File: config.mk
export PLATFORM = sky130hd
export DESIGN_NAME = cwrop_mac
export DESIGN_NICKNAME = d
export VERILOG_FILES = /design/src/rtl/cwrop_pkg.sv /design/src/rtl/cwrop_mac.sv
export SDC_FILE = /design/constraint.sdc
export NUM_CORES = 2
export LEC_CHECK = 0
export BUFFER_PORTS_ARGS = -buffer_cell sky130_fd_sc_hd__buf_2
export CAP_MARGIN = 20
export CORE_UTILIZATION = 40
export CTS_CLUSTER_SIZE = 8
export DETAILED_ROUTE_END_ITERATION = 10
export PLACE_DENSITY_LB_ADDON = 0.2
export SYNTH_ARGS = -nofsm -noshare
export SYNTH_HDL_FRONTEND = slang
export SYNTH_SLANG_ARGS = --single-unit
File: constraint.sdc
create_clock -name clk_i -period 5.27 [get_ports clk_i]
set_clock_uncertainty 0.2 [all_clocks]
set_input_delay 1.054 -clock clk_i [delete_from_list [all_inputs] [get_ports clk_i]]
set_output_delay 1.054 -clock clk_i [all_outputs]
set_load 0.05 [all_outputs]
File: src/rtl/cwrop_pkg.sv
package cwrop_pkg;

  // Fixed-point formats
  localparam int COEF_FRAC_BITS = 32;
  localparam int STATE_W        = 48;
  localparam int COEF_W         = 64;
  localparam int CLAMP_W        = 63;
  localparam int ACC_W          = 128;
  localparam int CHUNK_W        = 32;
  localparam int MUL_W          = CHUNK_W + 1;
  localparam int PROD_W         = 2 * MUL_W;

  localparam int N_STATE = 6;
  localparam int ROW_W   = $clog2(N_STATE);
  localparam int N_COEF  = 7;

  // Configuration register widths
  localparam int COS_W      = 34;
  localparam int SIN_W      = 34;
  localparam int NM_W       = 33;
  localparam int INV_W      = 49;
  localparam int NDT_W      = 36;
  localparam int CFG_DATA_W = 49;
  localparam int CFG_IDX_W  = 3;

  localparam logic signed [COEF_W-1:0] COEF_ONE = COEF_W'(1) << COEF_FRAC_BITS;
  localparam logic signed [COEF_W-1:0] COEF_THREE = COEF_ONE + (COEF_ONE <<< 1);
  localparam logic [COS_W-1:0] COS_RST = COS_W'(1) << COEF_FRAC_BITS;

  // Accumulator rounding and saturation
  localparam logic signed [ACC_W-1:0] ACC_HALF = ACC_W'(1) << (COEF_FRAC_BITS - 1);
  localparam int HI_K = COEF_FRAC_BITS + CLAMP_W - 1;
  localparam int HI_R = COEF_FRAC_BITS + STATE_W - 1;
  localparam logic signed [COEF_W-1:0] K_MAX = (COEF_W'(1) << (CLAMP_W - 1)) - COEF_W'(1);
  localparam logic signed [COEF_W-1:0] K_MIN = ~K_MAX;
  localparam logic signed [STATE_W-1:0] S_MAX = {1'b0, {(STATE_W-1){1'b1}}};
  localparam logic signed [STATE_W-1:0] S_MIN = ~S_MAX;

  // Microprogram geometry
  localparam int UC_LEN  = 40;
  localparam int UC_ROWS = 16;
  localparam int STEP_W  = $clog2(UC_LEN);
  localparam int PH_W    = 2;
  localparam logic [PH_W-1:0] PH_MAC_LAST = PH_W'(3);
  localparam logic [PH_W-1:0] PH_END_LAST = PH_W'(1);

  typedef enum logic [CFG_IDX_W-1:0] {
    CFG_COS, CFG_SIN, CFG_NM, CFG_INV, CFG_NDT
  } cfg_idx_e;

  typedef enum logic {SEQ_IDLE, SEQ_RUN} seq_state_e;

  typedef enum logic [2:0] {
    UOP_BR,     // jump to tgt when coefficients are current
    UOP_MAC,    // four partial products into the accumulator
    UOP_CEND,   // drain, round, clamp, write a coefficient
    UOP_REND,   // drain, round, saturate, write a new state element
    UOP_CDONE,  // mark coefficients current
    UOP_DONE    // commit state and result
  } uop_e;

  typedef enum logic [4:0] {
    A_INV, A_N1, A_N3, A_N6, A_F00, A_F10, A_ONE, A_C, A_F34, A_F43, A_F44,
    A_K03, A_K04, A_K13, A_K14, A_K30, A_K40, A_K52
  } a_sel_e;

  typedef enum logic [3:0] {
    B_S, B_M2CM1, B_P2CM1, B_S4N3, B_CM1,
    B_X0, B_X1, B_X2, B_X3, B_X4, B_X5
  } b_sel_e;

  typedef enum logic [2:0] {
    KI_03, KI_04, KI_13, KI_14, KI_30, KI_40, KI_52
  } kidx_e;

  typedef struct packed {
    uop_e              op;
    a_sel_e            a_sel;
    b_sel_e            b_sel;
    kidx_e             kdst;
    logic [ROW_W-1:0]  row;
    logic              neg;
    logic [STEP_W-1:0] tgt;
  } uword_t;

  typedef struct packed {
    logic             mac_en;
    logic [PH_W-1:0]  pp;
    a_sel_e           a_sel;
    b_sel_e           b_sel;
    logic             cend;
    logic             rend;
    kidx_e            kdst;
    logic [ROW_W-1:0] row;
    logic             neg;
    logic             commit;
  } ctrl_t;

  function automatic uword_t uw(uop_e op, a_sel_e a, b_sel_e b, kidx_e k, int row,
                                logic neg, int tgt);
    uword_t w;
    w.op    = op;
    w.a_sel = a;
    w.b_sel = b;
    w.kdst  = k;
    w.row   = ROW_W'(row);
    w.neg   = neg;
    w.tgt   = STEP_W'(tgt);
    return w;
  endfunction

  function automatic uword_t uw_mac(a_sel_e a, b_sel_e b);
    return uw(UOP_MAC, a, b, KI_03, 0, 1'b0, 0);
  endfunction

  function automatic uword_t uw_cend(kidx_e k, logic neg);
    return uw(UOP_CEND, A_ONE, B_S, k, 0, neg, 0);
  endfunction

  function automatic uword_t uw_rend(int row);
    return uw(UOP_REND, A_ONE, B_S, KI_03, row, 1'b0, 0);
  endfunction

  function automatic uword_t uw_op(uop_e op, int tgt);
    return uw(op, A_ONE, B_S, KI_03, 0, 1'b0, tgt);
  endfunction

  // Step program: coefficient products (skipped when current), then F * state.
  function automatic uword_t ucode(logic [STEP_W-1:0] step);
    uword_t w;
    w = uw_op(UOP_DONE, 0);
    case (int'(step))
      0:  w = uw_op(UOP_BR, UC_ROWS);
      1:  w = uw_mac(A_INV, B_S);
      2:  w = uw_cend(KI_03, 1'b0);
      3:  w = uw_mac(A_INV, B_M2CM1);
      4:  w = uw_cend(KI_04, 1'b0);
      5:  w = uw_mac(A_INV, B_P2CM1);
      6:  w = uw_cend(KI_13, 1'b0);
      7:  w = uw_mac(A_INV, B_S4N3);
      8:  w = uw_cend(KI_14, 1'b0);
      9:  w = uw_mac(A_N3, B_S);
      10: w = uw_cend(KI_30, 1'b0);
      11: w = uw_mac(A_N6, B_CM1);
      12: w = uw_cend(KI_40, 1'b0);
      13: w = uw_mac(A_N1, B_S);
      14: w = uw_cend(KI_52, 1'b1);
      15: w = uw_op(UOP_CDONE, 0);
      16: w = uw_mac(A_F00, B_X0);
      17: w = uw_mac(A_K03, B_X3);
      18: w = uw_mac(A_K04, B_X4);
      19: w = uw_rend(0);
      20: w = uw_mac(A_F10, B_X0);
      21: w = uw_mac(A_ONE, B_X1);
      22: w = uw_mac(A_K13, B_X3);
      23: w = uw_mac(A_K14, B_X4);
      24: w = uw_rend(1);
      25: w = uw_mac(A_C, B_X2);
      26: w = uw_mac(A_K03, B_X5);
      27: w = uw_rend(2);
      28: w = uw_mac(A_K30, B_X0);
      29: w = uw_mac(A_C, B_X3);
      30: w = uw_mac(A_F34, B_X4);
      31: w = uw_rend(3);
      32: w = uw_mac(A_K40, B_X0);
      33: w = uw_mac(A_F43, B_X3);
      34: w = uw_mac(A_F44, B_X4);
      35: w = uw_rend(4);
      36: w = uw_mac(A_K52, B_X2);
      37: w = uw_mac(A_C, B_X5);
      38: w = uw_rend(5);
      default: w = uw_op(UOP_DONE, 0);
    endcase
    return w;
  endfunction

endpackage

File: src/rtl/cwrop_mac.sv
// Shared 33x33 signed multiplier, product register, 128-bit accumulator,
// rounding and saturation of the accumulated sum.
module cwrop_mac (
  input  logic                                  clk_i,
  input  logic                                  rst_ni,
  input  cwrop_pkg::ctrl_t                      ctrl_i,
  input  logic signed [cwrop_pkg::COEF_W-1:0]   a_i,
  input  logic signed [cwrop_pkg::COEF_W-1:0]   b_i,
  output logic signed [cwrop_pkg::COEF_W-1:0]   coef_o,
  output logic signed [cwrop_pkg::STATE_W-1:0]  row_o,
  output logic                                  row_ov_o
);

  logic signed [cwrop_pkg::MUL_W-1:0]  ma, mb;
  logic signed [cwrop_pkg::PROD_W-1:0] prod;
  logic signed [cwrop_pkg::PROD_W-1:0] p_q;
  logic [cwrop_pkg::PH_W-1:0]          p_pp_q;
  logic                                p_vld_q;
  logic signed [cwrop_pkg::ACC_W-1:0]  acc_q, acc_d;
  logic signed [cwrop_pkg::ACC_W-1:0]  ext, addend;
  logic signed [cwrop_pkg::COEF_W-1:0] k_sat;
  logic                                k_fit, r_fit;

  // pp[1] picks the high chunk of a, pp[0] the high chunk of b
  always_comb begin
    if (ctrl_i.pp[1]) ma = {a_i[cwrop_pkg::COEF_W-1], a_i[cwrop_pkg::COEF_W-1:cwrop_pkg::CHUNK_W]};
    else              ma = {1'b0, a_i[cwrop_pkg::CHUNK_W-1:0]};
    if (ctrl_i.pp[0]) mb = {b_i[cwrop_pkg::COEF_W-1], b_i[cwrop_pkg::COEF_W-1:cwrop_pkg::CHUNK_W]};
    else              mb = {1'b0, b_i[cwrop_pkg::CHUNK_W-1:0]};
  end

  assign prod = ma * mb;

  always_comb begin
    ext = {{(cwrop_pkg::ACC_W-cwrop_pkg::PROD_W){p_q[cwrop_pkg::PROD_W-1]}}, p_q};
    unique case (p_pp_q)
      2'd0:       addend = ext;
      2'd1, 2'd2: addend = ext <<< cwrop_pkg::CHUNK_W;
      2'd3:       addend = ext <<< (2 * cwrop_pkg::CHUNK_W);
    endcase
  end

  // accumulator restarts at one half LSB so the final shift rounds half up
  always_comb begin
    acc_d = acc_q;
    if (ctrl_i.cend || ctrl_i.rend) acc_d = cwrop_pkg::ACC_HALF;
    else if (p_vld_q)               acc_d = acc_q + addend;
  end

  always_comb begin
    k_fit = (&acc_q[cwrop_pkg::ACC_W-1:cwrop_pkg::HI_K]) |
            (~|acc_q[cwrop_pkg::ACC_W-1:cwrop_pkg::HI_K]);
    if (k_fit)
      k_sat = {{(cwrop_pkg::COEF_W-cwrop_pkg::CLAMP_W){acc_q[cwrop_pkg::HI_K]}},
               acc_q[cwrop_pkg::HI_K:cwrop_pkg::COEF_FRAC_BITS]};
    else
      k_sat = acc_q[cwrop_pkg::ACC_W-1] ? cwrop_pkg::K_MIN : cwrop_pkg::K_MAX;
    coef_o = ctrl_i.neg ? -k_sat : k_sat;

    r_fit = (&acc_q[cwrop_pkg::ACC_W-1:cwrop_pkg::HI_R]) |
            (~|acc_q[cwrop_pkg::ACC_W-1:cwrop_pkg::HI_R]);
    if (r_fit) row_o = acc_q[cwrop_pkg::HI_R:cwrop_pkg::COEF_FRAC_BITS];
    else       row_o = acc_q[cwrop_pkg::ACC_W-1] ? cwrop_pkg::S_MIN : cwrop_pkg::S_MAX;
    row_ov_o = ~r_fit;
  end

  always_ff @(posedge clk_i) begin
    p_q    <= prod;
    p_pp_q <= ctrl_i.pp;
  end

  always_ff @(posedge clk_i or negedge rst_ni) begin
    if (!rst_ni) begin
      p_vld_q <= 1'b0;
      acc_q   <= cwrop_pkg::ACC_HALF;
    end else begin
      p_vld_q <= ctrl_i.mac_en;
      acc_q   <= acc_d;
    end
  end

  a_drained: assert property (@(posedge clk_i) disable iff (!rst_ni)
    (ctrl_i.cend || ctrl_i.rend) |-> !p_vld_q)
    else $error("accumulator read before last partial product was added");

endmodule

* Word level (Yosys, flattened, before mapping)
Cells that the tools add are included.
** Word-level totals
- Logic and storage cells :: 33
- Input bits :: 152
- Output and inout port bits :: 113
- Flip-flop bits (word level) :: 197
** Operators by class
- Reductions and logical operators :: 10
- Add/subtract/negate cells :: 2
- Multiplexer cells :: 10
- Multipliers :: 1
- Bitwise gates (word level) :: 3
- Eq/ne operators :: 3
** Operators with widths (number)
- 128-bit case mux with 3 select lines :: 1
- 128-bit two-way mux :: 2
- 64-bit two-way mux :: 3
- 128-bit adder :: 1
- 48-bit two-way mux :: 2
- 33-bit by 33-bit multiplier with 66-bit output :: 1
- 33-bit two-way mux :: 2
- 64-bit negator :: 1
- 49-bit AND reduction :: 1
- 49-bit OR reduction :: 1
- 34-bit AND reduction :: 1
- 34-bit OR reduction :: 1
- 2-bit equality test, second input constant :: 2
- 2-bit by 1-bit equality test with 1-bit output, second input constant :: 1
- 1-bit zero test :: 2
- 2-bit zero test :: 1
- 1-bit OR :: 2
- 2-bit nonzero test :: 1
- 2-bit OR reduction :: 1
- 1-bit logical OR :: 1
- 1-bit inverter :: 1

* Depth between registers and ports, before layout
- Depth after elaboration :: 6
- Gate-level depth with buffers :: 33
- Gate-level depth less buffers :: 29

* Worst setup path after synthesis
OpenSTA, ideal clock, no wires.
- Kind :: input -> register
- From :: in ctrl_i[19] (netlist name)
- To :: reg p_q[65] (netlist name)
- Data required time :: 4.998 ns
- Data arrival time :: 9.738 ns
- Buffers on the path :: 3
- Slack :: -4.741 ns
- Library setup time :: 0.072 ns
- Cell stages on the path :: 28
- Cell sequence :: clkbuf_1 clkbuf_1 buf_1 mux2_2 nand2_1 inv_1 fa_1 fa_1 fa_1 inv_1 fa_1 inv_1 fa_1 fa_1 fa_1 inv_1 fa_1 inv_1 ha_1 a21o_1 a21oi_1 nand2_1 o31ai_1 o211ai_1 a311oi_1 nand2_1 a31oi_1 xnor2_1
** Between the ends
- Word-level cells in the longest chain between the ends :: 2
** RTL lines
- from (decl) :: line cwrop_mac.sv:6 : input cwrop_pkg::ctrl_t ctrl_i,
- 33-bit two-way mux :: line cwrop_mac.sv:28 : if (ctrl_i.pp[0]) mb = {b_i[cwrop_pkg::COEF_W-1], b_i[cwrop_pkg::COEF_W-1:cwrop_pkg::CHUNK_W]};
- 33-bit by 33-bit multiplier with 66-bit output :: line cwrop_mac.sv:32 : assign prod = ma * mb;
- named net prod, one bit :: line cwrop_mac.sv:15 : logic signed [cwrop_pkg::PROD_W-1:0] prod;
- to (signal assigned) :: line cwrop_mac.sv:68 : p_q <= prod;
- to (decl) :: line cwrop_mac.sv:16 : logic signed [cwrop_pkg::PROD_W-1:0] p_q;
The timed path passes the listed nets, and every way through them passes these cells.
A chain may end at the register's enable or synchronous reset.

* Worst setup path after layout
- From :: in ctrl_i[20] (netlist name)
- To :: reg p_q[58] (netlist name)
** Between the ends
- Word-level cells in the longest chain between the ends :: 2
** RTL lines
- 33-bit two-way mux :: line cwrop_mac.sv:26 : if (ctrl_i.pp[1]) ma = {a_i[cwrop_pkg::COEF_W-1], a_i[cwrop_pkg::COEF_W-1:cwrop_pkg::CHUNK_W]};
- 33-bit by 33-bit multiplier with 66-bit output :: line cwrop_mac.sv:32
- named net prod, one bit :: line cwrop_mac.sv:15
The timed path passes the listed nets, and every way through them passes these cells.

==> impl_metrics.py <==
metrics = {
    "run_status": {
        "status": "finished, violations left",
        "violations": "negative setup slack",
    },
    "clock_tree": {
        "insertion_delay_ns": 0.49,
        "clkSinkCount": 197,
        "path_clk_slew_ns": 0.09,
        "cts_tree": "done",
        "cts_hold_buffers": 0,
        "max-clock-path-buffers": 2,
        "cts_buffers": 17,
        "cts_max_level": 4,
        "cts_root_buffer": "clkbuf_16",
    },
    "grt": {
        "grt_pass1_wl_um": 330200,
        "grt_pass1_vias": 54810,
        "antenna_found_initial": 4,
        "grt.total_usage_pct": 29.97,
        "globalRouteOverflowTotal": 0,
        "grt_start_max_net_pins": 60,
    },
    "placement": {
        "portBuffers": 248,
        "place_inst": 9470,
        "postPlaceCellArea_sq_um": 68030,
        "dpl.hpwl_um": 181500,
        "gp_congestion": 0.9852,
        "post-place-ws_ns": -4.409,
    },
    "routing": {
        "wl_um": 217600,
        "postRouteAntennaNets": 0,
        "first_pass_iters": 6,
        "drc": 0,
        "routed_via_density": 5.392,
        "wl_per_cell_um": 22.55,
        "drt_iter0_drc": 4024,
        "vias": 52030,
    },
    "hold_path": {
        "min_from": "acc_q[22]",
        "hp-class": "flop to flop",
        "hold_path_end": "acc_q[22]",
        "worstHoldPathCells": 2,
    },
    "sta": {
        "max-slew-margin-rel_pct": 28.48,
        "setup_viol_count_final": 90,
        "rsz0062_at_grt": "yes",
        "fmax_ghz": 0.1165,
        "hold_viol": 0,
        "setup_tns_ns": -153.60,
        "drv_slew": 0,
        "layout_setup_ws_ns": -3.317,
        "tightest_slew_ns": 1.070,
        "final.min_clock_period_ns": 8.587,
        "period_share_pct": 162.9,
    },
    "critical_path": {
        "cp-start-kind": "input port",
        "cp.arrival_ns": 8.75,
        "critical_path.endpoint_type": "flop",
        "cpLargestDelayFamily": "adder cells",
        "reg2reg_to": "acc_q[90]",
        "critPathMaxStageDelay_ns": 0.58,
        "slowest_stage": "fa_1",
        "crit_type": "input port to flop",
        "path_buf_inv": 10,
        "critPathRequiredTime_ns": 5.43,
        "worst-path-max-fanout": 6,
        "cp_common_cell": "fa_1",
        "r2r-start": "p_pp_q[1]",
        "rr_worst_depth": 18,
        "r2r_slack_ns": 0.19,
    },
    "cells_and_area": {
        "nets": 9389,
        "nFillCells": 13450,
        "multi_input_area_sq_um": 49750,
        "drive_gt1_share_pct": 23.54,
        "final-instance-count-excl-fill": 9649,
        "design_area_sq_um": 72440,
        "seqCellArea_sq_um": 4594,
        "area_growth_pct": 26.24,
    },
    "synthesis": {
        "postSynthAreaPerCell_sq_um": 8.391,
        "synth_commonest_cells": "inv_1, fa_1, nand2_1",
        "netlist_instances": 6839,
        "synth_edf_count": 0,
        "yosysMostFrequentCell": "inv_1",
        "synth_nets": 8484,
        "synthArstFlopShare_pct": 65.48,
        "yosys_register_bits": 197,
        "synth_area_sq_um": 57390,
        "synthTopCellsByArea": "fa_1, inv_1, ha_1",
        "synth.distinct_cells": 86,
        "ys_seq_area_share_pct": 8.000,
        "ys.flop_type": "dfrtp_1",
        "yosysTopAreaCell": "fa_1",
        "yosysTopAreaCellShare_pct": 40.01,
        "ys_warn_count": 0,
    },
    "floorplanning": {
        "core_area_sq_um": 141900,
        "initial_core_util_pct": 40.43,
        "die_w_um": 380.8,
        "die_h_um": 380.8,
        "io_pins": 265,
        "rows": 138,
        "dieArea_sq_um": 145000,
    },
    "run": {
        "drv_cap": 0,
    },
}
## worst max-delay path by stage
stage	start	end	slack, ns	cells after the start
2_1_floorplan	ctrl_i[19]	p_q[65]	-3.48	28
3_3_place_gp	ctrl_i[20]	p_q[50]	-4.34	29
3_5_place_dp	ctrl_i[20]	p_q[50]	-4.41	29
4_1_cts	ctrl_i[20]	p_q[64]	-3.33	33
5_1_grt	ctrl_i[19]	p_q[65]	-3.57	33
6_report	ctrl_i[20]	p_q[58]	-3.32	31
## cell families after synthesis
family / after synthesis / share of synthesized area (%)
muxes: 184 / 3.334
adders and majority gates: 1493 / 47.56
buffers and inverters: 1561 / 10.23
and+or+nand+nor: 2129 / 15.64
AOI/OAI and AO/OA: 1045 / 11.72
DFF: 197 / 8.000
xor gates and xnor gates: 230 / 3.510
## cell type report
cell class | instances | share of cell area (%)
Timing Repair Buffer | 1235 | 14.59
Antenna cell | 2 | 0.006909
Multi-Input combinational cell | 5084 | 68.67
Tap cell | 1890 | 3.264
Inverter | 1209 | 6.276
Clock inverter | 15 | 0.2625
Clock buffer | 17 | 0.5872
Sequential cell | 197 | 6.342
## flip-flops by register name, indices dropped and copies added (netlist names)
signal   count
p_q         66
p_pp_q       2
acc_q      128
p_vld_q      1
## stage by stage
| stage | utilization (%) | hold WS (ns) |
|---|---|---|
| after detailed placement | 47.93 | 0.2878 |
| after CTS | 49.94 | 0.3073 |
| final | 51.04 | 0.3006 |
| after global placement | 47.93 | 0.2756 |
| after floorplan | - | 0.2563 |
| after global routing | 51.04 | 0.3551 |
## cell usage in the layout, fill, tap and decap left out, types with 33 or more instances in the layout
master,count
inv_1,1149
nor3_1,52
ha_1,294
fa_2,65
o21a_1,33
nand4_1,77
o21bai_1,50
o21ai_0,166
inv_2,57
a22o_1,34
buf_6,96
nor2_1,785
nand2b_1,34
mux2i_1,76
buf_4,807
xnor2_1,115
mux2i_4,40
mux2_4,41
buf_2,215
a21oi_2,33
nor2_2,36
nand2_1,863
dfxtp_1,68
ha_4,44
nand3_1,36
a221oi_1,35
fa_1,1082
dfrtp_1,127
xor2_1,102
buf_12,87
and2_1,44
a21o_1,115
a21oi_1,280
## per-layer routing
metal / track usage (%) / part of all wire, %
met3: 4.431 / 7.0
met4: 12.74 / 5.0
met1: 38.86 / 41
met2: 49.78 / 47
met5: 0 / 0.0060
## tightest hold or removal path: cells and delay by family (launching register included)
family / cells / cell delay [ns]
simple gates: 1 / 0.05
flops: 1 / 0.36
compound gates: 1 / 0.06
## timing repair
item | in CTS | in global routing
setup buffers | 88 | 51
pin swaps | 108 | 157
setup endpoints to repair | 115 | 147
endpoints found under the hold margin | 0 | 0
cloned | 12 | 7
gates resized for setup | 304 | 305
Power is not shown: default switching activity piles up to over one toggle a cycle in this logic, so the estimate is an artifact.
