--- src/rtl/cwrop_pkg.sv ---
package cwrop_pkg;

  // Fixed-point formats
  localparam int COEF_FRAC_BITS = 32;
  localparam int STATE_W        = 48;
  localparam int COEF_W         = 64;
  localparam int CLAMP_W        = 63;
  localparam int ACC_W          = 128;
  localparam int CHUNK_W        = 32;
  localparam int MUL_W          = CHUNK_W + 1;
  localparam int PROD_W         = 2 * MUL_W;

  localparam int N_STATE = 6;
  localparam int ROW_W   = $clog2(N_STATE);
  localparam int N_COEF  = 7;

  // Configuration register widths
  localparam int COS_W      = 34;
  localparam int SIN_W      = 34;
  localparam int NM_W       = 33;
  localparam int INV_W      = 49;
  localparam int NDT_W      = 36;
  localparam int CFG_DATA_W = 49;
  localparam int CFG_IDX_W  = 3;

  localparam logic signed [COEF_W-1:0] COEF_ONE = COEF_W'(1) << COEF_FRAC_BITS;
  localparam logic signed [COEF_W-1:0] COEF_THREE = COEF_ONE + (COEF_ONE <<< 1);
  localparam logic [COS_W-1:0] COS_RST = COS_W'(1) << COEF_FRAC_BITS;

  // Accumulator rounding and saturation
  localparam logic signed [ACC_W-1:0] ACC_HALF = ACC_W'(1) << (COEF_FRAC_BITS - 1);
  localparam int HI_K = COEF_FRAC_BITS + CLAMP_W - 1;
  localparam int HI_R = COEF_FRAC_BITS + STATE_W - 1;
  localparam logic signed [COEF_W-1:0] K_MAX = (COEF_W'(1) << (CLAMP_W - 1)) - COEF_W'(1);
  localparam logic signed [COEF_W-1:0] K_MIN = ~K_MAX;
  localparam logic signed [STATE_W-1:0] S_MAX = {1'b0, {(STATE_W-1){1'b1}}};
  localparam logic signed [STATE_W-1:0] S_MIN = ~S_MAX;

  // Microprogram geometry
  localparam int UC_LEN  = 40;
  localparam int UC_ROWS = 16;
  localparam int STEP_W  = $clog2(UC_LEN);
  localparam int PH_W    = 2;
  localparam logic [PH_W-1:0] PH_MAC_LAST = PH_W'(3);
  localparam logic [PH_W-1:0] PH_END_LAST = PH_W'(1);

  typedef enum logic [CFG_IDX_W-1:0] {
    CFG_COS, CFG_SIN, CFG_NM, CFG_INV, CFG_NDT
  } cfg_idx_e;

  typedef enum logic {SEQ_IDLE, SEQ_RUN} seq_state_e;

  typedef enum logic [2:0] {
    UOP_BR,     // jump to tgt when coefficients are current
    UOP_MAC,    // four partial products into the accumulator
    UOP_CEND,   // drain, round, clamp, write a coefficient
    UOP_REND,   // drain, round, saturate, write a new state element
    UOP_CDONE,  // mark coefficients current
    UOP_DONE    // commit state and result
  } uop_e;

  typedef enum logic [4:0] {
    A_INV, A_N1, A_N3, A_N6, A_F00, A_F10, A_ONE, A_C, A_F34, A_F43, A_F44,
    A_K03, A_K04, A_K13, A_K14, A_K30, A_K40, A_K52
  } a_sel_e;

  typedef enum logic [3:0] {
    B_S, B_M2CM1, B_P2CM1, B_S4N3, B_CM1,
    B_X0, B_X1, B_X2, B_X3, B_X4, B_X5
  } b_sel_e;

  typedef enum logic [2:0] {
    KI_03, KI_04, KI_13, KI_14, KI_30, KI_40, KI_52
  } kidx_e;

  typedef struct packed {
    uop_e              op;
    a_sel_e            a_sel;
    b_sel_e            b_sel;
    kidx_e             kdst;
    logic [ROW_W-1:0]  row;
    logic              neg;
    logic [STEP_W-1:0] tgt;
  } uword_t;

  typedef struct packed {
    logic             mac_en;
    logic [PH_W-1:0]  pp;
    a_sel_e           a_sel;
    b_sel_e           b_sel;
    logic             cend;
    logic             rend;
    kidx_e            kdst;
    logic [ROW_W-1:0] row;
    logic             neg;
    logic             commit;
  } ctrl_t;

  function automatic uword_t uw(uop_e op, a_sel_e a, b_sel_e b, kidx_e k, int row,
                                logic neg, int tgt);
    uword_t w;
    w.op    = op;
    w.a_sel = a;
    w.b_sel = b;
    w.kdst  = k;
    w.row   = ROW_W'(row);
    w.neg   = neg;
    w.tgt   = STEP_W'(tgt);
    return w;
  endfunction

  function automatic uword_t uw_mac(a_sel_e a, b_sel_e b);
    return uw(UOP_MAC, a, b, KI_03, 0, 1'b0, 0);
  endfunction

  function automatic uword_t uw_cend(kidx_e k, logic neg);
    return uw(UOP_CEND, A_ONE, B_S, k, 0, neg, 0);
  endfunction

  function automatic uword_t uw_rend(int row);
    return uw(UOP_REND, A_ONE, B_S, KI_03, row, 1'b0, 0);
  endfunction

  function automatic uword_t uw_op(uop_e op, int tgt);
    return uw(op, A_ONE, B_S, KI_03, 0, 1'b0, tgt);
  endfunction

  // Step program: coefficient products (skipped when current), then F * state.
  function automatic uword_t ucode(logic [STEP_W-1:0] step);
    uword_t w;
    w = uw_op(UOP_DONE, 0);
    case (int'(step))
      0:  w = uw_op(UOP_BR, UC_ROWS);
      1:  w = uw_mac(A_INV, B_S);
      2:  w = uw_cend(KI_03, 1'b0);
      3:  w = uw_mac(A_INV, B_M2CM1);
      4:  w = uw_cend(KI_04, 1'b0);
      5:  w = uw_mac(A_INV, B_P2CM1);
      6:  w = uw_cend(KI_13, 1'b0);
      7:  w = uw_mac(A_INV, B_S4N3);
      8:  w = uw_cend(KI_14, 1'b0);
      9:  w = uw_mac(A_N3, B_S);
      10: w = uw_cend(KI_30, 1'b0);
      11: w = uw_mac(A_N6, B_CM1);
      12: w = uw_cend(KI_40, 1'b0);
      13: w = uw_mac(A_N1, B_S);
      14: w = uw_cend(KI_52, 1'b1);
      15: w = uw_op(UOP_CDONE, 0);
      16: w = uw_mac(A_F00, B_X0);
      17: w = uw_mac(A_K03, B_X3);
      18: w = uw_mac(A_K04, B_X4);
      19: w = uw_rend(0);
      20: w = uw_mac(A_F10, B_X0);
      21: w = uw_mac(A_ONE, B_X1);
      22: w = uw_mac(A_K13, B_X3);
      23: w = uw_mac(A_K14, B_X4);
      24: w = uw_rend(1);
      25: w = uw_mac(A_C, B_X2);
      26: w = uw_mac(A_K03, B_X5);
      27: w = uw_rend(2);
      28: w = uw_mac(A_K30, B_X0);
      29: w = uw_mac(A_C, B_X3);
      30: w = uw_mac(A_F34, B_X4);
      31: w = uw_rend(3);
      32: w = uw_mac(A_K40, B_X0);
      33: w = uw_mac(A_F43, B_X3);
      34: w = uw_mac(A_F44, B_X4);
      35: w = uw_rend(4);
      36: w = uw_mac(A_K52, B_X2);
      37: w = uw_mac(A_C, B_X5);
      38: w = uw_rend(5);
      default: w = uw_op(UOP_DONE, 0);
    endcase
    return w;
  endfunction

endpackage

--- src/rtl/cwrop_seq.sv ---
// Microcode sequencer: step counter, phase counter, branch on coefficient state.
module cwrop_seq (
  input  logic                 clk_i,
  input  logic                 rst_ni,
  input  logic                 start_i,
  input  logic                 cfg_we_i,
  input  logic                 out_free_i,
  output logic                 busy_o,
  output cwrop_pkg::ctrl_t     ctrl_o
);

  cwrop_pkg::seq_state_e           state_q, state_d;
  logic [cwrop_pkg::STEP_W-1:0]    step_q, step_d;
  logic [cwrop_pkg::PH_W-1:0]      ph_q, ph_d;
  logic                            cvld_q, cvld_d;
  cwrop_pkg::uword_t               word;
  logic                            last_ph;
  logic                            run;

  assign word = cwrop_pkg::ucode(step_q);
  assign run  = (state_q == cwrop_pkg::SEQ_RUN);

  always_comb begin
    case (word.op)
      cwrop_pkg::UOP_MAC:  last_ph = (ph_q == cwrop_pkg::PH_MAC_LAST);
      cwrop_pkg::UOP_CEND,
      cwrop_pkg::UOP_REND: last_ph = (ph_q == cwrop_pkg::PH_END_LAST);
      default:             last_ph = 1'b1;
    endcase
  end

  // next state
  always_comb begin
    state_d = state_q;
    step_d  = step_q;
    ph_d    = ph_q;
    unique case (state_q)
      cwrop_pkg::SEQ_IDLE: begin
        if (start_i) begin
          state_d = cwrop_pkg::SEQ_RUN;
          step_d  = '0;
          ph_d    = '0;
        end
      end
      cwrop_pkg::SEQ_RUN: begin
        if (word.op == cwrop_pkg::UOP_DONE) begin
          if (out_free_i) state_d = cwrop_pkg::SEQ_IDLE;
        end else if (last_ph) begin
          ph_d = '0;
          if (word.op == cwrop_pkg::UOP_BR && cvld_q) step_d = word.tgt;
          else step_d = step_q + cwrop_pkg::STEP_W'(1);
        end else begin
          ph_d = ph_q + cwrop_pkg::PH_W'(1);
        end
      end
    endcase
  end

  always_comb begin
    cvld_d = cvld_q;
    if (cfg_we_i) cvld_d = 1'b0;
    else if (run && word.op == cwrop_pkg::UOP_CDONE) cvld_d = 1'b1;
  end

  // outputs
  always_comb begin
    busy_o        = run;
    ctrl_o.mac_en = run && (word.op == cwrop_pkg::UOP_MAC);
    ctrl_o.pp     = ph_q;
    ctrl_o.a_sel  = word.a_sel;
    ctrl_o.b_sel  = word.b_sel;
    ctrl_o.cend   = run && (word.op == cwrop_pkg::UOP_CEND) && (ph_q == cwrop_pkg::PH_END_LAST);
    ctrl_o.rend   = run && (word.op == cwrop_pkg::UOP_REND) && (ph_q == cwrop_pkg::PH_END_LAST);
    ctrl_o.kdst   = word.kdst;
    ctrl_o.row    = word.row;
    ctrl_o.neg    = word.neg;
    ctrl_o.commit = run && (word.op == cwrop_pkg::UOP_DONE) && out_free_i;
  end

  always_ff @(posedge clk_i or negedge rst_ni) begin
    if (!rst_ni) begin
      state_q <= cwrop_pkg::SEQ_IDLE;
      step_q  <= '0;
      ph_q    <= '0;
      cvld_q  <= 1'b0;
    end else begin
      state_q <= state_d;
      step_q  <= step_d;
      ph_q    <= ph_d;
      cvld_q  <= cvld_d;
    end
  end

  a_step_in_prog: assert property (@(posedge clk_i) disable iff (!rst_ni)
    run |-> (step_q < cwrop_pkg::STEP_W'(cwrop_pkg::UC_LEN)))
    else $error("step counter left the program");

  a_commit_idle: assert property (@(posedge clk_i) disable iff (!rst_ni)
    ctrl_o.commit |=> (state_q == cwrop_pkg::SEQ_IDLE))
    else $error("sequencer did not return to idle after commit");

endmodule

--- config.mk ---
export PLATFORM = sky130hd
export DESIGN_NAME = cwrop_seq
export DESIGN_NICKNAME = d
export VERILOG_FILES = /design/src/rtl/cwrop_pkg.sv /design/src/rtl/cwrop_seq.sv
export SDC_FILE = /design/constraint.sdc
export NUM_CORES = 1
export LEC_CHECK = 0
export BUFFER_PORTS_ARGS = -buffer_cell sky130_fd_sc_hd__buf_4
export CORE_ASPECT_RATIO = 1.4
export CORE_MARGIN = 10
export CORE_UTILIZATION = 45
export DETAILED_ROUTE_END_ITERATION = 12
export GPL_TIMING_DRIVEN = 1
export PLACE_DENSITY_LB_ADDON = 0.08
export SLEW_MARGIN = 15
export SYNTH_ARGS = -nofsm -noshare
export SYNTH_HDL_FRONTEND = slang
export SYNTH_SLANG_ARGS = --single-unit
--- constraint.sdc ---
create_clock -name clk_i -period 2.39 [get_ports clk_i]
set_input_delay 0.478 -clock clk_i [delete_from_list [all_inputs] [get_ports clk_i]]
set_output_delay 0.478 -clock clk_i [all_outputs]
set_load 0.02 [all_outputs]
### Yosys cells after proc, flatten, opt, wreduce, memory -nomap -nowiden

Memories as Yosys holds them, arrays and structs flattened.
Cells that the tools add are included.

* bitwise operators: 1
* multiplexer cells: 16
* reductions and logical operators: 14
* equal/unequal tests: 10
* add/sub/neg operators: 2

Operators by type and width (count)
* 6-bit two-way mux: 4
* 6-bit case mux with 2 select lines: 1
* 1-bit logical AND: 9
* 6-bit by 1-bit adder with 6-bit output (second input constant): 1
* 3-bit by 2-bit == test with 1-bit output (second input constant): 2
* 3-bit == test (second input constant): 2
* 2-bit two-way mux: 3
* 1-bit two-way mux: 5
* 2-bit != test (second input constant): 2
* 1-bit case mux with 2 select lines: 2
* 2-bit case mux with 2 select lines: 1
* 3-bit by 1-bit == test with 1-bit output (second input constant): 1
* 3-bit logical NOT: 1
* 3-bit AND reduction: 1
* 2-bit by 1-bit adder with 2-bit output (second input constant): 1
* 2-bit by 1-bit == test with 1-bit output (second input constant): 1
* 2-bit == test (second input constant): 1
* 2-bit by 1-bit != test with 1-bit output (second input constant): 1
* 2-bit AND reduction: 1
* 2-bit nonzero test: 1
* 2-bit OR reduction: 1
* 1-bit inverter: 1

* memories: 1
* bits of input ports: 5
* output and inout port bits: 23
* flip-flop bits (word level): 10
* ROM bits: 1280
* logic and storage cells: 48

Memories
* (no name shown): words 64, bits a word 20, read ports 1, clocked after Yosys merged registers in 0, wr ports 0, RTL line cwrop_pkg.sv:132 `case (int'(step))`

### Depth between registers and ports, before layout

Gate-level depths: netlist (run 1).
An unclocked memory read counts as a cell.

* depth in word-level cells: 7
* mapped depth: 10

### Least setup slack after synthesis (run 1)

No wires, ideal clock.

* kind: reg2out
* start point: register step_q[0] (netlist name)
* end point: output ctrl_o[0] (netlist name)
* arrival time: 2.584 ns
* cell stages (with the launch flop): 9
* data required time: 1.912 ns
* slack: -0.672 ns
* cells stage by stage: dfrtp_1 > buf_2 > inv_1 > ha_1 > clkbuf_1 > mux2i_1 > and2b_1 > a221o_1 > nor4_1

RTL lines
* start, declared: RTL line cwrop_seq.sv:13 `logic [cwrop_pkg::STEP_W-1:0] step_q, step_d;`
* start signal, assigned: RTL line cwrop_seq.sv:88 `step_q <= step_d;`
* end, declared: RTL line cwrop_seq.sv:9 `output cwrop_pkg::ctrl_t ctrl_o`

==> results.toml, run 1 <==
[clock_network]
clockBufferDepth = 2
cts_inserted_buffers = 3
cts_hold_buf = 0
clock_sinks = 10
root_buffer = "clkbuf_8"
clk-insertion-delay-late_ps = 240
cts_max_level = 1
tritoncts = "done"
clkSlewWorstSetupHoldPaths_ps = 50

[synth]
yosysUniqueCellTypes = 52
synth_area_per_cell_um2 = 7.36
syn-instance-count = 194
ys_ff_latch = 10
syn_area_um2 = 1430
synth_top_area_cell = "dfrtp_1"
syn_nets = 210
synthArstFlopShare = 1.00
synth_edf_count = 0
synth_ff_type = "dfrtp_1"
synth_top_area_frac = 0.175
ys_seq_area_frac = 0.175
ys_warn_count = 0
ys_top_cells_by_area = "dfrtp_1 18%, ha_1 9.6%, nor2_1 6.0%"

[sta]
maxSlewViolCount = 0
relSlewSlack = 0.723
hold_viol = 0
fin_ws_ps = -247
setup_violations = 9
whs_ps = 54.8
skew_ps = 4.14
fin_tns_setup_ps = -1330
rsz0062_at_grt = "yes"
post-route-period-util = 1.10
worst_pin_slew_ps = 413
fin_crit_ps = 2640
fmax_mhz = 379

[grt]
grt_pass1_vias = 1906
gr-total-overflow = 0
grt_pass1_wl_um = 8740
grt_start_max_net_pins = 20
grt_antenna_before_repair = 0
grt_usage = 0.185

[setup_path]
required_ps = 1910
ff2ff_setup_slack_ps = 60
critPathCaptureType = "output pin"
crit_arrival_ps = 2160
criticalPathCategory = "register to output pin"
critPathLaunchType = "register"
critPathMaxFanout = 4

[floorplan]
start_util = 0.462
die_x_um = 67.6
die_area_um2 = 5860
rows = 24
ios = 28
die_h_um = 86.6
coreArea_um2 = 3090

[job]
drv.max_cap_violation_count = 0

[layout]
drive_above_1_share = 0.538
diodes = 0
syn_to_final_growth_pct = 74.8
nets = 290

[pwr]
p_int_mw = 2.30
ir_drop_uv = 1240
power_switching_mw = 2.29
clockPowerShare = 0.047
combPwrFrac = 0.875
swShare = 0.499
powerDensity_nw_per_um2 = 1840
power.leakage_nw = 1.10
pwr-share-seq = 0.078

[placement]
port_buffers = 27
gp_congestion = 0.876
place_ws_ps = -256
dp_hpwl_um = 4120

[routing]
dr.pass1.iters = 4
finalWirelength_um = 5760
drc = 0
post_drt_wl_per_cell_um = 18.5
viasPerCell = 6.02
detail-route-antenna-nets = 0
via_count = 1878
drtIter0Drc = 201

[worst_hold_path]
hold_class = "input port to async pin"

[outcome]
status = "complete, but fails checks"
violations = "setup timing"
-- cell families after synthesis --
group / count (synthesis) / share of synthesized area
flops: 10 / 0.175
fa+ha+maj: 11 / 0.0964
mux: 5 / 0.0351
simple gates: 80 / 0.282
compound gates: 63 / 0.332
buf+inv: 25 / 0.0789
-- area by class of cell --
type	count	area [um^2]
flip-flops and latches	10	254
repair buffers	90	726
clock buffers	4	55.1
inverters	10	42.5
multi-input cells	159	1370
well taps	39	48.8
fillers	203	598
-- cell usage in the layout, fill, tap and decap left out, drive strengths merged, types with 3 or more instances in the layout --
cell type,count
nand3,5
buf,90
a221oi,5
o41ai,3
dfrtp,10
mux2i,5
nor3,9
nor2,24
o21a,3
nand2,19
a21oi,7
nor4,4
o211ai,3
o22ai,3
inv,9
clkbuf,4
or2,3
o21ai,19
ha,11
nor2b,5
o31ai,6
-- power groups by stage --
stage	sequential (mW)	clock [mW]	combinational, mW
3_5_place_dp	0.339	0	3.05
4_1_cts	0.353	0.219	3.49
2_1_floorplan	0.340	0	1.86
3_3_place_gp	0.335	0	2.96
5_1_grt	0.364	0.230	4.25
6_report	0.356	0.217	4.02
-- final timing paths --
| check | from | endpoint | cells after the start |
|---|---|---|---|
| setup / recovery | step_q[0]$_DFFE_PN0P_ | ctrl_o[0] | 8 |
| hold / removal | rst_ni | step_q[4]$_DFFE_PN0P_ | 1 |
| setup reg to reg | step_q[0]$_DFFE_PN0P_ | step_q[5]$_DFFE_PN0P_ | 8 |
| hold reg to reg | ph_q[0]$_DFFE_PN0P_ | ph_q[0]$_DFFE_PN0P_ | 1 |
| max in group asynchronous | rst_ni | step_q[0]$_DFFE_PN0P_ | 1 |
| min in group clk_i | cfg_we_i | cvld_q$_DFFE_PN0P_ | 2 |
-- per-stage QoR --
stage	util	total power [mW]	instance area [um^2]	std cells
floorplan	-	2.20	1510	194
global placement	0.664	3.30	2050	294
detailed placement	0.664	3.39	2050	294
CTS	0.755	4.06	2340	307
global route	0.807	4.84	2490	312
finish	0.807	4.59	2490	312
-- state kept, by name, indices dropped and copies added, names as in the netlist --
signal	flops
ph_q	2
busy_o	1
step_q	6
cvld_q	1
-- worst max-delay path, cell delays in order (launching register included) --
cell	delay (ps)
dfrtp_2	460
ha_4	200
buf_6	110
mux2i_1	120
and2b_4	210
a221o_1	320
buf_6	150
nor4_4	150
buf_4	190
-- synthesized netlist by cell type (all sizes together), types with 6 or more instances --
| library cell | count |
|---|---|
| o31ai | 6 |
| nor2 | 24 |
| dfrtp | 10 |
| buf | 7 |
| clkbuf | 8 |
| inv | 9 |
| o21ai | 19 |
| ha | 11 |
| a21oi | 7 |
| nand2 | 19 |
| nor3 | 9 |
-- timing repair --
action,in CTS,in global routing
pin swaps,16,18
buffers inserted,9,8
resized for setup,34,29
endpoints found under the setup margin,18,23
-- per-layer routing --
metal	track usage	routed length, um
met1	0.183	2100
met2	0.346	3140
met3	0.0284	308
met4	0.103	211
met5	0	0
No activity file was read; power rests on OpenSTA's default activity.
==> run 2: changes to the inputs <==
--- a/config.mk
+++ b/config.mk
@@ -9,9 +9,10 @@
 export CORE_ASPECT_RATIO = 1.4
 export CORE_MARGIN = 10
 export CORE_UTILIZATION = 45
+export CTS_BUF_LIST = sky130_fd_sc_hd__clkbuf_16
 export DETAILED_ROUTE_END_ITERATION = 12
 export GPL_TIMING_DRIVEN = 1
-export PLACE_DENSITY_LB_ADDON = 0.08
+export PLACE_DENSITY_LB_ADDON = 0.25
 export SLEW_MARGIN = 15
 export SYNTH_ARGS = -nofsm -noshare
 export SYNTH_HDL_FRONTEND = slang
==> results.toml, run 2 (synthesized netlist as in run 1, its figures left out) <==
[outcome]
status = "complete, but fails checks"
violations = "setup timing"

[pwr]
power.total_mw = 4.63
pwr-share-seq = 0.077
p_int_mw = 2.36
powerDensity_nw_per_um2 = 1870
power.leakage_nw = 1.10
clockPowerShare = 0.063
power_switching_mw = 2.27
ir_drop_uv = 1290
combPwrFrac = 0.860
swShare = 0.490

[floorplan]
die_x_um = 67.6
die_h_um = 86.6
start_util = 0.462
ios = 28
die_area_um2 = 5860
rows = 24
coreArea_um2 = 3090

[worst_hold_path]
hold_class = "input port to async pin"

[setup_path]
required_ps = 1910
worstRegToRegCells = 11
cp-endpoint = "ctrl_o[8]"
critPathLaunch = "step_q[1]$_DFFE_PN0P_"
critPathCaptureType = "output pin"
criticalPathCategory = "register to output pin"
critPathMaxFanout = 4
critPathLaunchType = "register"
crit_arrival_ps = 2120
r2r_start = "step_q[0]$_DFFE_PN0P_"
ff2ff_setup_slack_ps = -110
r2r-end = "step_q[3]$_DFFE_PN0P_"

[sta]
fin_crit_ps = 2600
rsz0062_at_grt = "yes"
hold_viol = 0
skew_ps = 1.89
fmax_mhz = 384
setup_violations = 12
fin_tns_setup_ps = -1470
whs_ps = 65.8
relSlewSlack = 0.687
maxSlewViolCount = 0
worst_pin_slew_ps = 467
post-route-period-util = 1.09
fin_ws_ps = -211

[clock_network]
cts_hold_buf = 0
clk-insertion-delay-late_ps = 230
clock_sinks = 10
clockBufferDepth = 2
cts_inserted_buffers = 3
tritoncts = "done"
root_buffer = "clkbuf_16"
cts_max_level = 1
clkSlewWorstSetupHoldPaths_ps = 40

[routing]
drc = 0
viasPerCell = 6.15
dr.pass1.iters = 4
via_count = 1900
detail-route-antenna-nets = 0
drtIter0Drc = 254
post_drt_wl_per_cell_um = 19.0
finalWirelength_um = 5870

[job]
drv.max_cap_violation_count = 0

[grt]
gr-total-overflow = 0
grt_pass1_vias = 1907
grt_usage = 0.192
grt_start_max_net_pins = 34
grt_pass1_wl_um = 9060
grt_antenna_before_repair = 0

[layout]
syn_to_final_growth_pct = 73.4
regMostFlops = "step_q"
nets = 287
drive_above_1_share = 0.530
fin_util = 0.801
final_cell_mix = "72 x buf_4, 18 x nor2_1, 17 x nand2_1, 14 x buf_6, 11 x o21ai_1"
largest_registers = "step_q: 6 flops, ph_q: 2 flops"
diodes = 0
layout_commonest_cell = "buf_4"
largest_reg_flops = 6

[placement]
port_buffers = 27
dp_hpwl_um = 4160
gp_congestion = 0.967
==> run 2: what timing repair did <==
action                                  4_1_cts  5_1_grt
endpoints found under the setup margin       17       17
setup buffers                                 5        8
gates resized for setup                      36       34
pin swaps                                    17       21
==> run 2: stage by stage <==
stage | setup WS (ps) | std cells | area, um^2
after floorplan | -134 | 194 | 1510
after global placement | -89.7 | 292 | 2040
after detailed placement | -249 | 292 | 2040
after CTS | -202 | 301 | 2320
after global routing | -300 | 309 | 2480
final | -211 | 309 | 2480
==> run 2: final cells by class <==
cell class	count	area (um^2)
clock buffer	3	75.1
clock inverter	1	3.75
fill	207	617
inverter	10	42.5
multi-input combinational	159	1330
sequential	10	254
tap	39	48.8
timing repair buffer	87	718
==> run 2: worst max-delay path, cell delays in order, from the launching register on <==
cell and delay, ps:
dfrtp_2 440, inv_2 110, ha_4 200, or2_4 230
a31oi_4 140, a221o_1 250, nand4_1 140, buf_6 180
nor2_4 70, buf_6 110
==> run 2: power groups by stage <==
stage,clock [mW],sequential (mW),combinational (mW)
after floorplan,0,0.340,1.86
after global placement,0,0.334,2.93
after detailed placement,0,0.340,3.04
after CTS,0.298,0.351,3.47
after global routing,0.306,0.366,4.22
final,0.293,0.355,3.98
==> run 2: layer usage <==
metal | share of wire | GRT usage
met3 | 0.056 | 0.0284
met5 | 0 | 0
met1 | 0.36 | 0.191
met4 | 0.050 | 0.118
met2 | 0.54 | 0.354
==> run 2: worst min path at each step <==
| stage | start | end | slack [ps] | cells past startpoint |
|---|---|---|---|---|
| 2_1_floorplan | rst_ni | busy_o$_DFF_PN0_ | 180 | 0 |
| 3_3_place_gp | rst_ni | cvld_q$_DFFE_PN0P_ | 310 | 1 |
| 3_5_place_dp | rst_ni | cvld_q$_DFFE_PN0P_ | 320 | 1 |
| 4_1_cts | rst_ni | cvld_q$_DFFE_PN0P_ | 70 | 1 |
| 5_1_grt | rst_ni | cvld_q$_DFFE_PN0P_ | 70 | 1 |
| 6_report | rst_ni | cvld_q$_DFFE_PN0P_ | 70 | 1 |
